===== src/design/i2cms_pkg.sv =====
package i2cms_pkg;

   localparam int QUEUE_DEPTH = 2;
   localparam int BITS_PER_BYTE = 8;
   localparam int BIT_COUNT_WIDTH = 4;
   localparam logic [7:0] ACK_LIMIT_RESET = 8'd200;

   localparam int CSR_ADDR_WIDTH = 3;
   localparam int CSR_DATA_WIDTH = 32;
   // Word index of each register: the address bit above the byte offset.
   localparam logic CSR_IDX_ACK_LIMIT = 1'b0;

   typedef enum logic [1:0] {
      CMD_START = 2'd0,
      CMD_STOP  = 2'd1,
      CMD_WRITE = 2'd2,
      CMD_READ  = 2'd3
   } cmd_type;

   typedef enum logic [4:0] {
      PH_IDLE  = 5'd0,
      PH_ST0   = 5'd1,
      PH_ST1   = 5'd2,
      PH_ST2   = 5'd3,
      PH_ST3   = 5'd4,
      PH_SP0   = 5'd5,
      PH_SP1   = 5'd6,
      PH_SP2   = 5'd7,
      PH_WB0   = 5'd8,
      PH_WB1   = 5'd9,
      PH_WB2   = 5'd10,
      PH_WREL  = 5'd11,
      PH_WACK  = 5'd12,
      PH_WOK   = 5'd13,
      PH_WFAIL = 5'd14,
      PH_RREL  = 5'd15,
      PH_RB0   = 5'd16,
      PH_RB1   = 5'd17,
      PH_RB2   = 5'd18
   } phase_type;

   typedef struct packed {
      logic       cmd_valid;
      logic [1:0] req_type;
      logic [7:0] tx_byte;
      logic       wait_ack;
      logic       sda_in;
   } req_type_t_type;

   typedef struct packed {
      logic       cmd_valid;
      phase_type  start_phase;
      logic [7:0] tx_byte;
      logic       wait_ack;
      logic       sda_in;
   } entry_type;

   typedef struct packed {
      logic       scl_out;
      logic       sda_out;
      logic       busy_res;
      logic       done_res;
      logic       ack_ok;
      logic [7:0] rx_byte;
      logic       cmd_rejected;
   } rsp_type;

endpackage


===== src/design/i2cms_chan_if.sv =====
interface i2cms_chan_if #(
   parameter type payload_type = logic
) ();
   logic        valid;
   logic        ready;
   payload_type data;

   modport source (output valid, output data, input ready);
   modport sink (input valid, input data, output ready);
endinterface


===== src/design/i2cms_front.sv =====
module i2cms_front (
   i2cms_chan_if.sink   req_chan,
   i2cms_chan_if.source queue_chan
);
   import i2cms_pkg::*;

   entry_type entry;

   // The command code is turned into the first slot of its sequence here, so
   // the sequencer only has to pick it up when it is idle.
   always_comb begin
      entry.cmd_valid = req_chan.data.cmd_valid;
      entry.tx_byte   = req_chan.data.tx_byte;
      entry.wait_ack  = req_chan.data.wait_ack;
      entry.sda_in    = req_chan.data.sda_in;
      unique case (cmd_type'(req_chan.data.req_type))
         CMD_START: begin
            entry.start_phase = PH_ST0;
         end
         CMD_STOP: begin
            entry.start_phase = PH_SP0;
         end
         CMD_WRITE: begin
            entry.start_phase = PH_WB0;
         end
         CMD_READ: begin
            entry.start_phase = PH_RREL;
         end
         default: begin
            entry.start_phase = PH_IDLE;
         end
      endcase
   end

   assign queue_chan.valid = req_chan.valid;
   assign queue_chan.data  = entry;
   assign req_chan.ready   = queue_chan.ready;

endmodule


===== src/design/i2cms_queue.sv =====
module i2cms_queue #(
   parameter int DEPTH = i2cms_pkg::QUEUE_DEPTH
) (
   input  logic         clock,
   input  logic         reset,
   i2cms_chan_if.sink   push_chan,
   i2cms_chan_if.source pop_chan
);
   import i2cms_pkg::*;

   localparam int PTR_W = $clog2(DEPTH);
   localparam int CNT_W = $clog2(DEPTH + 1);

   entry_type slot_ff [DEPTH];
   logic [PTR_W-1:0] wr_ptr_ff, wr_ptr_in;
   logic [PTR_W-1:0] rd_ptr_ff, rd_ptr_in;
   logic [CNT_W-1:0] count_ff, count_in;
   logic push, pop;

   assign push_chan.ready = (count_ff != CNT_W'(DEPTH));
   assign pop_chan.valid  = (count_ff != '0);
   assign pop_chan.data   = slot_ff[rd_ptr_ff];
   assign push = push_chan.valid && push_chan.ready;
   assign pop  = pop_chan.valid && pop_chan.ready;

   always_comb begin
      wr_ptr_in = wr_ptr_ff;
      rd_ptr_in = rd_ptr_ff;
      count_in  = count_ff;
      if (push) begin
         wr_ptr_in = (wr_ptr_ff == PTR_W'(DEPTH - 1)) ? '0 : wr_ptr_ff + 1'b1;
      end
      if (pop) begin
         rd_ptr_in = (rd_ptr_ff == PTR_W'(DEPTH - 1)) ? '0 : rd_ptr_ff + 1'b1;
      end
      case ({push, pop})
         2'b10:   count_in = count_ff + 1'b1;
         2'b01:   count_in = count_ff - 1'b1;
         default: count_in = count_ff;
      endcase
   end

   always_ff @(posedge clock) begin
      if (reset) begin
         wr_ptr_ff <= '0;
         rd_ptr_ff <= '0;
         count_ff  <= '0;
      end else begin
         wr_ptr_ff <= wr_ptr_in;
         rd_ptr_ff <= rd_ptr_in;
         count_ff  <= count_in;
      end
   end

   always_ff @(posedge clock) begin
      if (push) begin
         slot_ff[wr_ptr_ff] <= push_chan.data;
      end
   end

   // The fill count never rises above the queue depth.
   a_count_bound: assert property (@(posedge clock) disable iff (reset)
      count_ff <= CNT_W'(DEPTH))
      else $error("queue fill count above depth");

endmodule


===== src/design/i2cms_back.sv =====
module i2cms_back (
   input  logic         clock,
   input  logic         reset,
   input  logic [7:0]   ack_limit,
   i2cms_chan_if.sink   queue_chan,
   i2cms_chan_if.source rsp_chan
);
   import i2cms_pkg::*;

   phase_type phase_ff, phase_in;
   logic [BIT_COUNT_WIDTH-1:0] bit_cnt_ff, bit_cnt_in;
   logic [7:0] shift_ff, shift_in;
   logic [7:0] tmo_ff, tmo_in;
   logic ack_wait_ff, ack_wait_in;
   logic scl_drv_ff, scl_drv_in;
   logic sda_drv_ff, sda_drv_in;
   logic rsp_valid_ff, rsp_valid_in;
   rsp_type rsp_data_ff, rsp_data_in;

   entry_type entry;
   phase_type slot_phase;
   logic [BIT_COUNT_WIDTH-1:0] bc, bc_inc;
   logic [7:0] sh;
   logic aw;
   logic take;
   logic done, ack;
   logic [7:0] rx;
   logic rej;

   assign entry = queue_chan.data;
   assign queue_chan.ready = !rsp_valid_ff || rsp_chan.ready;
   assign take = queue_chan.valid && queue_chan.ready;

   always_comb begin
      slot_phase = phase_ff;
      bc  = bit_cnt_ff;
      sh  = shift_ff;
      aw  = ack_wait_ff;
      rej = 1'b0;
      // A command while a sequence runs is dropped; an idle command runs its
      // first slot on the same tick.
      if (phase_ff != PH_IDLE) begin
         rej = entry.cmd_valid;
      end else if (entry.cmd_valid) begin
         slot_phase = entry.start_phase;
         bc = '0;
         if (entry.start_phase == PH_WB0) begin
            sh = entry.tx_byte;
            aw = entry.wait_ack;
         end else if (entry.start_phase == PH_RREL) begin
            sh = '0;
         end
      end
      bc_inc = bc + 1'b1;

      phase_in    = slot_phase;
      bit_cnt_in  = bc;
      shift_in    = sh;
      tmo_in      = tmo_ff;
      ack_wait_in = aw;
      scl_drv_in  = scl_drv_ff;
      sda_drv_in  = sda_drv_ff;
      done = 1'b0;
      ack  = 1'b0;
      rx   = '0;

      unique case (slot_phase)
         PH_IDLE: begin
            phase_in = PH_IDLE;
         end
         PH_ST0: begin
            sda_drv_in = 1'b1;
            phase_in = PH_ST1;
         end
         PH_ST1: begin
            scl_drv_in = 1'b1;
            phase_in = PH_ST2;
         end
         PH_ST2: begin
            sda_drv_in = 1'b0;
            phase_in = PH_ST3;
         end
         PH_ST3: begin
            scl_drv_in = 1'b0;
            done = 1'b1;
            phase_in = PH_IDLE;
         end
         PH_SP0: begin
            sda_drv_in = 1'b0;
            phase_in = PH_SP1;
         end
         PH_SP1: begin
            scl_drv_in = 1'b1;
            phase_in = PH_SP2;
         end
         PH_SP2: begin
            sda_drv_in = 1'b1;
            done = 1'b1;
            phase_in = PH_IDLE;
         end
         PH_WB0: begin
            sda_drv_in = sh[7];
            shift_in = {sh[6:0], 1'b0};
            phase_in = PH_WB1;
         end
         PH_WB1: begin
            scl_drv_in = 1'b1;
            phase_in = PH_WB2;
         end
         PH_WB2: begin
            scl_drv_in = 1'b0;
            bit_cnt_in = bc_inc;
            phase_in = (bc_inc >= BIT_COUNT_WIDTH'(BITS_PER_BYTE)) ? PH_WREL : PH_WB0;
         end
         PH_WREL: begin
            sda_drv_in = 1'b1;
            tmo_in = '0;
            phase_in = PH_WACK;
         end
         PH_WACK: begin
            scl_drv_in = 1'b1;
            if (!aw || !entry.sda_in) begin
               phase_in = PH_WOK;
            end else if (tmo_ff >= ack_limit) begin
               phase_in = PH_WFAIL;
            end else begin
               tmo_in = tmo_ff + 1'b1;
            end
         end
         PH_WOK: begin
            scl_drv_in = 1'b0;
            done = 1'b1;
            ack = 1'b1;
            phase_in = PH_IDLE;
         end
         PH_WFAIL: begin
            scl_drv_in = 1'b0;
            done = 1'b1;
            phase_in = PH_IDLE;
         end
         PH_RREL: begin
            sda_drv_in = 1'b1;
            phase_in = PH_RB0;
         end
         PH_RB0: begin
            scl_drv_in = 1'b1;
            phase_in = PH_RB1;
         end
         PH_RB1: begin
            shift_in = {sh[6:0], entry.sda_in};
            phase_in = PH_RB2;
         end
         PH_RB2: begin
            scl_drv_in = 1'b0;
            bit_cnt_in = bc_inc;
            if (bc_inc >= BIT_COUNT_WIDTH'(BITS_PER_BYTE)) begin
               done = 1'b1;
               rx = sh;
               phase_in = PH_IDLE;
            end else begin
               phase_in = PH_RB0;
            end
         end
         default: begin
            phase_in = PH_IDLE;
         end
      endcase

      rsp_data_in.scl_out      = scl_drv_in;
      rsp_data_in.sda_out      = sda_drv_in;
      rsp_data_in.busy_res     = (phase_in != PH_IDLE);
      rsp_data_in.done_res     = done;
      rsp_data_in.ack_ok       = ack;
      rsp_data_in.rx_byte      = rx;
      rsp_data_in.cmd_rejected = rej;

      if (take) begin
         rsp_valid_in = 1'b1;
      end else if (rsp_chan.ready) begin
         rsp_valid_in = 1'b0;
      end else begin
         rsp_valid_in = rsp_valid_ff;
      end
   end

   always_ff @(posedge clock) begin
      if (reset) begin
         phase_ff     <= PH_IDLE;
         bit_cnt_ff   <= '0;
         shift_ff     <= '0;
         tmo_ff       <= '0;
         ack_wait_ff  <= 1'b0;
         scl_drv_ff   <= 1'b1;
         sda_drv_ff   <= 1'b1;
         rsp_valid_ff <= 1'b0;
      end else begin
         rsp_valid_ff <= rsp_valid_in;
         if (take) begin
            phase_ff    <= phase_in;
            bit_cnt_ff  <= bit_cnt_in;
            shift_ff    <= shift_in;
            tmo_ff      <= tmo_in;
            ack_wait_ff <= ack_wait_in;
            scl_drv_ff  <= scl_drv_in;
            sda_drv_ff  <= sda_drv_in;
         end
      end
   end

   always_ff @(posedge clock) begin
      if (take) begin
         rsp_data_ff <= rsp_data_in;
      end
   end

   assign rsp_chan.valid = rsp_valid_ff;
   assign rsp_chan.data  = rsp_data_ff;

   a_done_not_busy: assert property (@(posedge clock) disable iff (reset)
      rsp_valid_ff && rsp_data_ff.done_res |-> !rsp_data_ff.busy_res)
      else $error("completing tick still reports busy");

   a_result_with_done: assert property (@(posedge clock) disable iff (reset)
      rsp_valid_ff && (rsp_data_ff.ack_ok || (rsp_data_ff.rx_byte != '0))
      |-> rsp_data_ff.done_res)
      else $error("ack or read byte reported without done");

   a_idle_pins_hold: assert property (@(posedge clock) disable iff (reset)
      take && (phase_ff == PH_IDLE) && !entry.cmd_valid
      |=> (scl_drv_ff == $past(scl_drv_ff)) && (sda_drv_ff == $past(sda_drv_ff)))
      else $error("pins moved on an idle tick");

endmodule


===== src/design/i2c_master_bit_sequencer.sv =====
// I2C master bit sequencer, advanced by one bus timing tick per request.
// Each request on req_chan is one tick: it may carry a command (start, stop,
// write byte, read byte) and always carries the sampled SDA level. For every
// request exactly one result leaves on rsp_chan with the SCL and SDA drive
// levels after that tick, busy and done flags, the write acknowledge status,
// the byte read and a flag for a command that arrived while busy.
// Throughput is one request per clock while rsp_chan accepts results; the
// sequencer updates its pin state once per request. A request passes the
// command queue between the decoder and the sequencer, then the result
// register. When rsp_chan stalls, the result register holds and the queue
// fills; req_chan.ready drops once QUEUE_DEPTH requests are waiting.
// The register ack_timeout_limit lies at byte address 0 of the csr_ port;
// pready is always high and writes belong to idle periods.
// Reset (synchronous) returns the sequencer to idle with SCL and SDA
// released high, empties the queue and sets the timeout limit to 200.
module i2c_master_bit_sequencer #(
   parameter int QUEUE_DEPTH = i2cms_pkg::QUEUE_DEPTH
) (
   input  logic                                clock,
   input  logic                                reset,
   i2cms_chan_if.sink                          req_chan,
   i2cms_chan_if.source                        rsp_chan,
   input  logic                                csr_psel,
   input  logic                                csr_penable,
   input  logic                                csr_pwrite,
   input  logic [i2cms_pkg::CSR_ADDR_WIDTH-1:0] csr_paddr,
   input  logic [i2cms_pkg::CSR_DATA_WIDTH-1:0] csr_pwdata,
   output logic [i2cms_pkg::CSR_DATA_WIDTH-1:0] csr_prdata,
   output logic                                csr_pready
);
   import i2cms_pkg::*;

   logic [7:0] ack_limit_ff, ack_limit_in;
   logic csr_write;

   i2cms_chan_if #(.payload_type(entry_type)) front_q ();
   i2cms_chan_if #(.payload_type(entry_type)) q_back ();

   assign csr_pready = 1'b1;
   assign csr_write = csr_psel && csr_penable && csr_pwrite && csr_pready;

   always_comb begin
      ack_limit_in = ack_limit_ff;
      if (csr_write && (csr_paddr[2] == CSR_IDX_ACK_LIMIT)) begin
         ack_limit_in = csr_pwdata[7:0];
      end
      if (csr_paddr[2] == CSR_IDX_ACK_LIMIT) begin
         csr_prdata = {{(CSR_DATA_WIDTH - 8){1'b0}}, ack_limit_ff};
      end else begin
         csr_prdata = '0;
      end
   end

   always_ff @(posedge clock) begin
      if (reset) begin
         ack_limit_ff <= ACK_LIMIT_RESET;
      end else begin
         ack_limit_ff <= ack_limit_in;
      end
   end

   i2cms_front u_front (
      .req_chan   (req_chan),
      .queue_chan (front_q)
   );

   i2cms_queue #(
      .DEPTH (QUEUE_DEPTH)
   ) u_queue (
      .clock     (clock),
      .reset     (reset),
      .push_chan (front_q),
      .pop_chan  (q_back)
   );

   i2cms_back u_back (
      .clock      (clock),
      .reset      (reset),
      .ack_limit  (ack_limit_ff),
      .queue_chan (q_back),
      .rsp_chan   (rsp_chan)
   );

endmodule


===== src/flat_wrapper.sv =====
// flat-port wrapper written by rule: the top's interface ports become plain ports
module i2c_master_bit_sequencer_flat import i2cms_pkg::*;
#(
   parameter int QUEUE_DEPTH = i2cms_pkg::QUEUE_DEPTH
)
  (clock, reset, csr_psel, csr_penable, csr_pwrite, csr_paddr, csr_pwdata, csr_prdata, csr_pready, req_chan_valid, req_chan_data, req_chan_ready, rsp_chan_valid, rsp_chan_data, rsp_chan_ready);
  i2cms_chan_if #(.payload_type(req_type_t_type)) req_chan_i ();
  i2cms_chan_if #(.payload_type(rsp_type)) rsp_chan_i ();
  input  logic clock;
  input  logic reset;
  input  logic csr_psel;
  input  logic csr_penable;
  input  logic csr_pwrite;
  input  logic [i2cms_pkg::CSR_ADDR_WIDTH-1:0] csr_paddr;
  input  logic [i2cms_pkg::CSR_DATA_WIDTH-1:0] csr_pwdata;
  output logic [i2cms_pkg::CSR_DATA_WIDTH-1:0] csr_prdata;
  output logic csr_pready;
  input wire logic [$bits(req_chan_i.valid)-1:0] req_chan_valid;
  input wire logic [$bits(req_chan_i.data)-1:0] req_chan_data;
  output wire logic [$bits(req_chan_i.ready)-1:0] req_chan_ready;
  output wire logic [$bits(rsp_chan_i.valid)-1:0] rsp_chan_valid;
  output wire logic [$bits(rsp_chan_i.data)-1:0] rsp_chan_data;
  input wire logic [$bits(rsp_chan_i.ready)-1:0] rsp_chan_ready;
  assign req_chan_i.valid = req_chan_valid;
  assign req_chan_i.data = req_chan_data;
  assign req_chan_ready = req_chan_i.ready;
  assign rsp_chan_valid = rsp_chan_i.valid;
  assign rsp_chan_data = rsp_chan_i.data;
  assign rsp_chan_i.ready = rsp_chan_ready;
  i2c_master_bit_sequencer #(.QUEUE_DEPTH(QUEUE_DEPTH)) u_core (.clock(clock), .reset(reset), .req_chan(req_chan_i), .rsp_chan(rsp_chan_i), .csr_psel(csr_psel), .csr_penable(csr_penable), .csr_pwrite(csr_pwrite), .csr_paddr(csr_paddr), .csr_pwdata(csr_pwdata), .csr_prdata(csr_prdata), .csr_pready(csr_pready));
endmodule

===== config.mk =====
export PLATFORM = sky130hd
export DESIGN_NAME = i2c_master_bit_sequencer_flat
export DESIGN_NICKNAME = d
export VERILOG_FILES = /design/src/design/i2cms_pkg.sv /design/src/design/i2cms_chan_if.sv /design/src/design/i2cms_front.sv /design/src/design/i2cms_queue.sv /design/src/design/i2cms_back.sv /design/src/design/i2c_master_bit_sequencer.sv /design/src/flat_wrapper.sv
export SDC_FILE = /design/constraint.sdc
export NUM_CORES = 1
export LEC_CHECK = 0
export ABC_AREA = 0
export BUFFER_PORTS_ARGS = -buffer_cell sky130_fd_sc_hd__buf_2
export CAP_MARGIN = 20
export CORE_ASPECT_RATIO = 1.25
export CORE_MARGIN = 2
export CORE_UTILIZATION = 40
export CTS_BUF_LIST = sky130_fd_sc_hd__clkbuf_4 sky130_fd_sc_hd__clkbuf_8
export DETAILED_ROUTE_END_ITERATION = 6
export GPL_TIMING_DRIVEN = 0
export PLACE_DENSITY = 0.66
export SLEW_MARGIN = 20
export SYNTH_ARGS = -nofsm -noshare
export SYNTH_HDL_FRONTEND = slang
export SYNTH_SLANG_ARGS = --single-unit

===== constraint.sdc =====
create_clock -name clock -period 4 [get_ports clock]
set_input_delay 0 -clock clock [delete_from_list [all_inputs] [get_ports clock]]
set_output_delay 0 -clock clock [all_outputs]
set_load 0.01 [all_outputs]

Yosys cells after proc, flatten, opt, wreduce, memory -nomap -nowiden --
Memories as Yosys holds them, arrays and structs flattened. A register that Yosys moved wholly into a read port is not among the register bits. Index checks and enable logic that the tools add are counted.
Storage, ports and cells: flip-flop bits (word level) 55, RAM bits 32, bits of input ports 55, output and inout bits 49, word-level logic and storage cells 119, memories 1
Operators by class: $add $sub $neg 6, $lt $le $gt $ge 2, eq/ne operators 28, mux-type cells 37, bitwise gates (word level) 1, reduce and logical (&&, ||, !) cells 25
Memories:
- u_core.u_queue.slot_ff | depth 2, width 16, rd ports 1, clocked after Yosys merged registers in 1, wr ports 1, RTL line i2cms_queue.sv:14 | entry_type slot_ff [DEPTH];
Operator list (count):
- one-hot mux 5 bit (14 select lines) | 1
- two-way mux 8 bit | 7
- equality test 5 x 4 -> 1 bit, second input constant | 10
- one-hot mux 8 bit (2 select lines) | 2
- two-way mux 5 bit | 5
- equality test 5 x 3 -> 1 bit, second input constant | 4
- one-hot mux 5 bit (4 select lines) | 1
- equality test 5 bit, second input constant | 3
- two-way mux 1 bit | 13
- two-way mux 4 bit | 3
- equality test 5 x 2 -> 1 bit, second input constant | 2
- nonzero test 5 bit | 2
- OR reduction 5 bit | 2
- adder 8 x 1 -> 8 bit, second input constant | 1
- greater-or-equal comparator 8 bit | 1
- nonzero test 2 bit | 4
- OR reduction 4 bit | 2
- equality test 2 bit, second input constant | 3
- != test 2 bit, second input constant | 3
- equality test 5 x 1 -> 1 bit, second input constant | 1
- logical AND 1 bit | 5
- adder 4 x 1 -> 4 bit, second input constant | 1
- equality test 2 x 1 -> 1 bit, second input constant | 2
- greater-or-equal comparator 4 bit, second input constant | 1
- other kinds (14) | 20

Logic depth before layout (Yosys ltp) --
word-level depth 9, mapped depth 10, gate-level depth less buffers 9

Modules after synthesis --
From an unflattened synthesis, not the netlist that was laid out.
Unflattened totals: cells, all modules 505, area, all modules 4956.0 µm²
By module, submodules not included:
- i2cms_back | times used 1, cells an instance 342, area an instance 2837.7 µm², seq. area each 1001.0 µm²
- i2cms_queue | times used 1, cells an instance 74, area an instance 1373.8 µm², seq. area each 1061.0 µm²
- i2c_master_bit_sequencer | times used 1, cells an instance 70, area an instance 615.6 µm², seq. area each 160.2 µm²
- i2cms_front | times used 1, cells an instance 19, area an instance 128.9 µm², seq. area each 0.0 µm²

Worst setup path after synthesis --
OpenSTA, ideal clock, no wires.
path kind reg-to-reg, start reg u_core.u_back.tmo_ff[0], end reg u_core.u_back.rsp_data_ff, in the netlist u_core.u_back.rsp_chan.data[11] (data pin), setup time 0.277 ns, data arrival time 2.495 ns, data required time 3.723 ns, path slack 1.228 ns, cell stages (with the launch flop) 10, clock period less this slack 2.772 ns, cells stage by stage dfxtp_1 > inv_1 > ha_1 > nand2b_1 > a21o_1 > a211o_1 > a221oi_1 > nand3_1 > a2111oi_0 > nand4b_1
RTL lines:
- start: declaration | RTL line i2cms_back.sv:13 | logic [7:0] tmo_ff, tmo_in;
- start signal: assignment | RTL line i2cms_back.sv:202 | tmo_ff <= tmo_in;
- end signal: assignment | RTL line i2cms_back.sv:212 | rsp_data_ff <= rsp_data_in;
- end: declaration | RTL line i2cms_back.sv:18 | rsp_type rsp_data_ff, rsp_data_in;

==> impl_results.md <==
- Status: finished clean
- DIE AREA: 12210 µm²
- Clock power share: 0.177
- RSZ-0062 raised after global routing: false
- Required @ worst endpoint: 4.08 ns
- Worst vdd ir: roughly 290 µV
- Synthesized area per cell: 9.754 µm²
- Yosys warning count: 0
- Htree depth: 3
- Hold slack final: 0.04832 ns
- Row cnt: 43
- Die Y: between 100 and 150 µm
- Number of global-route vias before repair: about 3800
- DR vias: 3809
- Antenna Nets Post-Route: 0
- Final TNS setup: 0 ns
- CP Capture Type: flop
- Total GRT Usage: 0.1812
- CP Cell Sequence: inv_1, ha_1, nand2b_1, a21o_1, a211o_1, a221oi_1, nand3_1, a2111oi_0, nand4b_1
- Initial Util: 0.4092
- Pint: between 2 and 2.5 mW
- Final Hold Fails: 0
- Critical Path Start Type: flop
- CTS resizes: 0
- P&R area growth vs syn: 21.02%
- WP data arrival: roughly 3.7 ns
- Cell Pwr Density: between 600 and 700 nW/µm²
- Sw Ratio: 0.4075
- Final instance area: roughly 5500 µm²
- Core area: about 11000 µm²
- Clk buf depth: 2
- CTS Hold Bufs: 24
- Post CTS Setup Buffer Count: 0
- Synth Flop Type: edfxtp_1
- Combinational Power Share: 0.467
- Leakage: ~2.1 nW
- Initial DRC count: 226
- Worst Skew: 0.004981 ns
- Period Utilization, post-route: 0.8959
- Post-synth EDFFs: 44
- DRC errors left: 0
- Setup CP Type: flop to flop
- TritonRoute pass-1 iters: 5
- Clk root buf: clkbuf_8
- Power Total: roughly 3.4 mW
- Worst path max stage delay: 0.77 ns
- First-pass GRT wire length: 17640 µm
- WP buf/inv: 1
- Layout Utilization: 0.4953
- Quantity of I/O buffers inserted on ports: just over 50
- Die Width: 99.24 µm
- Max Clk Rate: roughly 0.28 GHz
- Initial antenna violation count: 0
- CP max stage cell: a221oi_1
- Top delay family on crit path: compound AO/OA/AOI/OAI gates
- IO Pins: 104
- Fin crit period: approximately 3.6 ns
- Dpl cells: ~670
- Pre-CTS WS: between 0.4 and 0.5 ns
- Sequential area share after synthesis: 0.4767
- Routability cong.: around 0.92
- #FFs+latches synth: 86
- Highest-count cells in the layout ignoring fill and taps: buf_2 (53), nor2_1 (44), edfxtp_1 (44), dfxtp_1 (42), nand2_1 (40)
- Wire length per cell: 15.19 µm
- Setup WS post-layout: 0.4162 ns
- Slew Viols, Final: 0
- Fraction of layout cells with a size suffix above 1: 0.2245
- HP Class: input pin to flop
- Final number of setup-violating endpoints: 0
- Num CTS Buffers: 9
- Placed Area: roughly 5000 µm²
- Vias per inst: roughly 5.3
- Distinct cells, synth: 65
- Worst-path fanout max: 6
- Syn Inst Count: ~470
- TritonCTS clock tree: yes
- Clock-pin slew on the worst setup and hold paths: ~0.080 ns
- Worst skew pair latency: about 0.36 ns
- Slew headroom: 0.4219
- Dpl hpwl: 7721 µm
- Post-Syn Area: roughly 4500 µm²
- Switch Pwr: ~1.4 mW
- Reg power frac: 0.356
- Antenna Cells: 0
- # clock sinks: between 80 and 90
- Pin count of the biggest net entering global routing: 25
- Most common cell after layout, fill and taps aside: buf_2
- Nets: around 640
- Max-Cap Viols: 0
- Non-Filler Instances: about 710
- GRT overflow: 0
- Drt total wl: 10850 µm
- Synth async-reset ratio: 0
- Slew at the pin with the worst max-slew slack: between 0.8 and 0.9 ns
-- power by group through the flow --
stage	logic, mW	registers, mW	clock network (mW)
after global placement	1.53	1.24	0
after CTS	1.59	1.22	0.621
final	1.61	1.22	0.607
after floorplan	1.12	1.26	0
after detailed placement	1.56	1.24	0
after global routing	1.77	1.24	0.659
-- worst reg2reg max path, delay by kind of cell, from the launching register on --
family                     cells  cell delay [ns]
adders and majority gates      1             0.29
AOI/OAI and AO/OA              4             1.97
DFF                            1             0.43
buffers and inverters          1             0.10
and+or+nand+nor                3             0.51
-- per-layer routing --
layer / part of all wire / wire length (µm) / vias up / global-route usage
met5: 0 / 0 / - / 0
met4: 0.018 / 200 / 0 / 0.06764
met3: 0.049 / 531 / 19 / 0.03053
met2: 0.53 / 5729 / 126 / 0.3378
met1: 0.40 / 4387 / 1800 / 0.2067
li1: - / - / 1864 / -
-- layout make-up --
type,instances,area [µm²]
multi-input cells,338,2095
flip-flops and latches,86,2162
well taps,135,168.9
plain buffers,50,324.1
repair buffers,75,495.5
clock buffers,11,138.9
inverters,14,52.55
clock inverters,5,52.55
fillers,1053,5594
-- cells by family (layout without fill, tap and decap cells) --
kind of cell	after synthesis	in the layout	share of synthesized area
and+or+nand+nor	164	164	0.1796
xor gates and xnor gates	6	6	0.01159
buffers and inverters	64	155	0.08276
adders and majority gates	10	10	0.02759
other	2	25	0.001656
DFF	86	86	0.4767
AOI/OAI and AO/OA	108	108	0.1586
muxes	25	25	0.06152
-- cells in the mapped netlist (all sizes together) (3+ instances only) --
cell	count	area, µm²
clkbuf	18	77.57
mux2i	12	132.6
nand2	40	150.1
and3	9	60.06
nand4	5	31.28
nor3	15	80.08
or3	9	63.81
a31oi	4	31.28
xor2	4	35.03
nand3	11	55.05
or2	3	18.77
a211o	4	35.03
buf	32	245.2
nor2	45	168.9
and2	6	37.54
o21ai	21	108.9
a211oi	6	45.04
edfxtp	44	1321
a21oi	39	195.2
a22oi	9	67.56
inv	14	52.55
mux2	13	146.4
o211ai	3	22.52
nor4	6	37.54
o31ai	3	22.52
ha	10	125.1
dfxtp	42	840.8
a21o	4	31.28
nand2b	5	31.28
-- worst paths after layout --
| kind | start | end | slack (ns) | cells past startpoint |
|---|---|---|---|---|
| worst max-delay path | u_core.u_back.tmo_ff[0]$_SDFFE_PP0P_ | u_core.u_back.rsp_chan.data[11]$_DFFE_PP_ | 0.42 | 9 |
| worst min-delay path | req_chan_valid | u_core.u_queue.wr_ptr_ff$_SDFFE_PP0P_ | 0.05 | 4 |
| worst max register to register | u_core.u_back.tmo_ff[0]$_SDFFE_PP0P_ | u_core.u_back.rsp_chan.data[11]$_DFFE_PP_ | 0.42 | 9 |
| worst min register to register | u_core.u_back.shift_ff[4]$_SDFFE_PP0P_ | u_core.u_back.shift_ff[4]$_SDFFE_PP0P_ | 0.46 | 2 |
-- flip-flops by register name (all words and copies together), names as in the netlist, named ones only --
name and count:
u_core.u_queue.slot_ff 30, u_core.u_back.rsp_chan.data 14, u_core.ack_limit_ff 8, u_core.u_back.shift_ff 8
u_core.u_back.tmo_ff 8, u_core.u_back.phase_ff 5, u_core.u_back.bit_cnt_ff 4, u_core.u_queue.count_ff 2
u_core.u_back.ack_wait_ff 1, u_core.u_back.rsp_chan.valid 1, u_core.u_back.scl_drv_ff 1, u_core.u_back.sda_drv_ff 1
u_core.u_queue.rd_ptr_ff 1, u_core.u_queue.wr_ptr_ff 1
No activity file was read; power rests on OpenSTA's default activity.
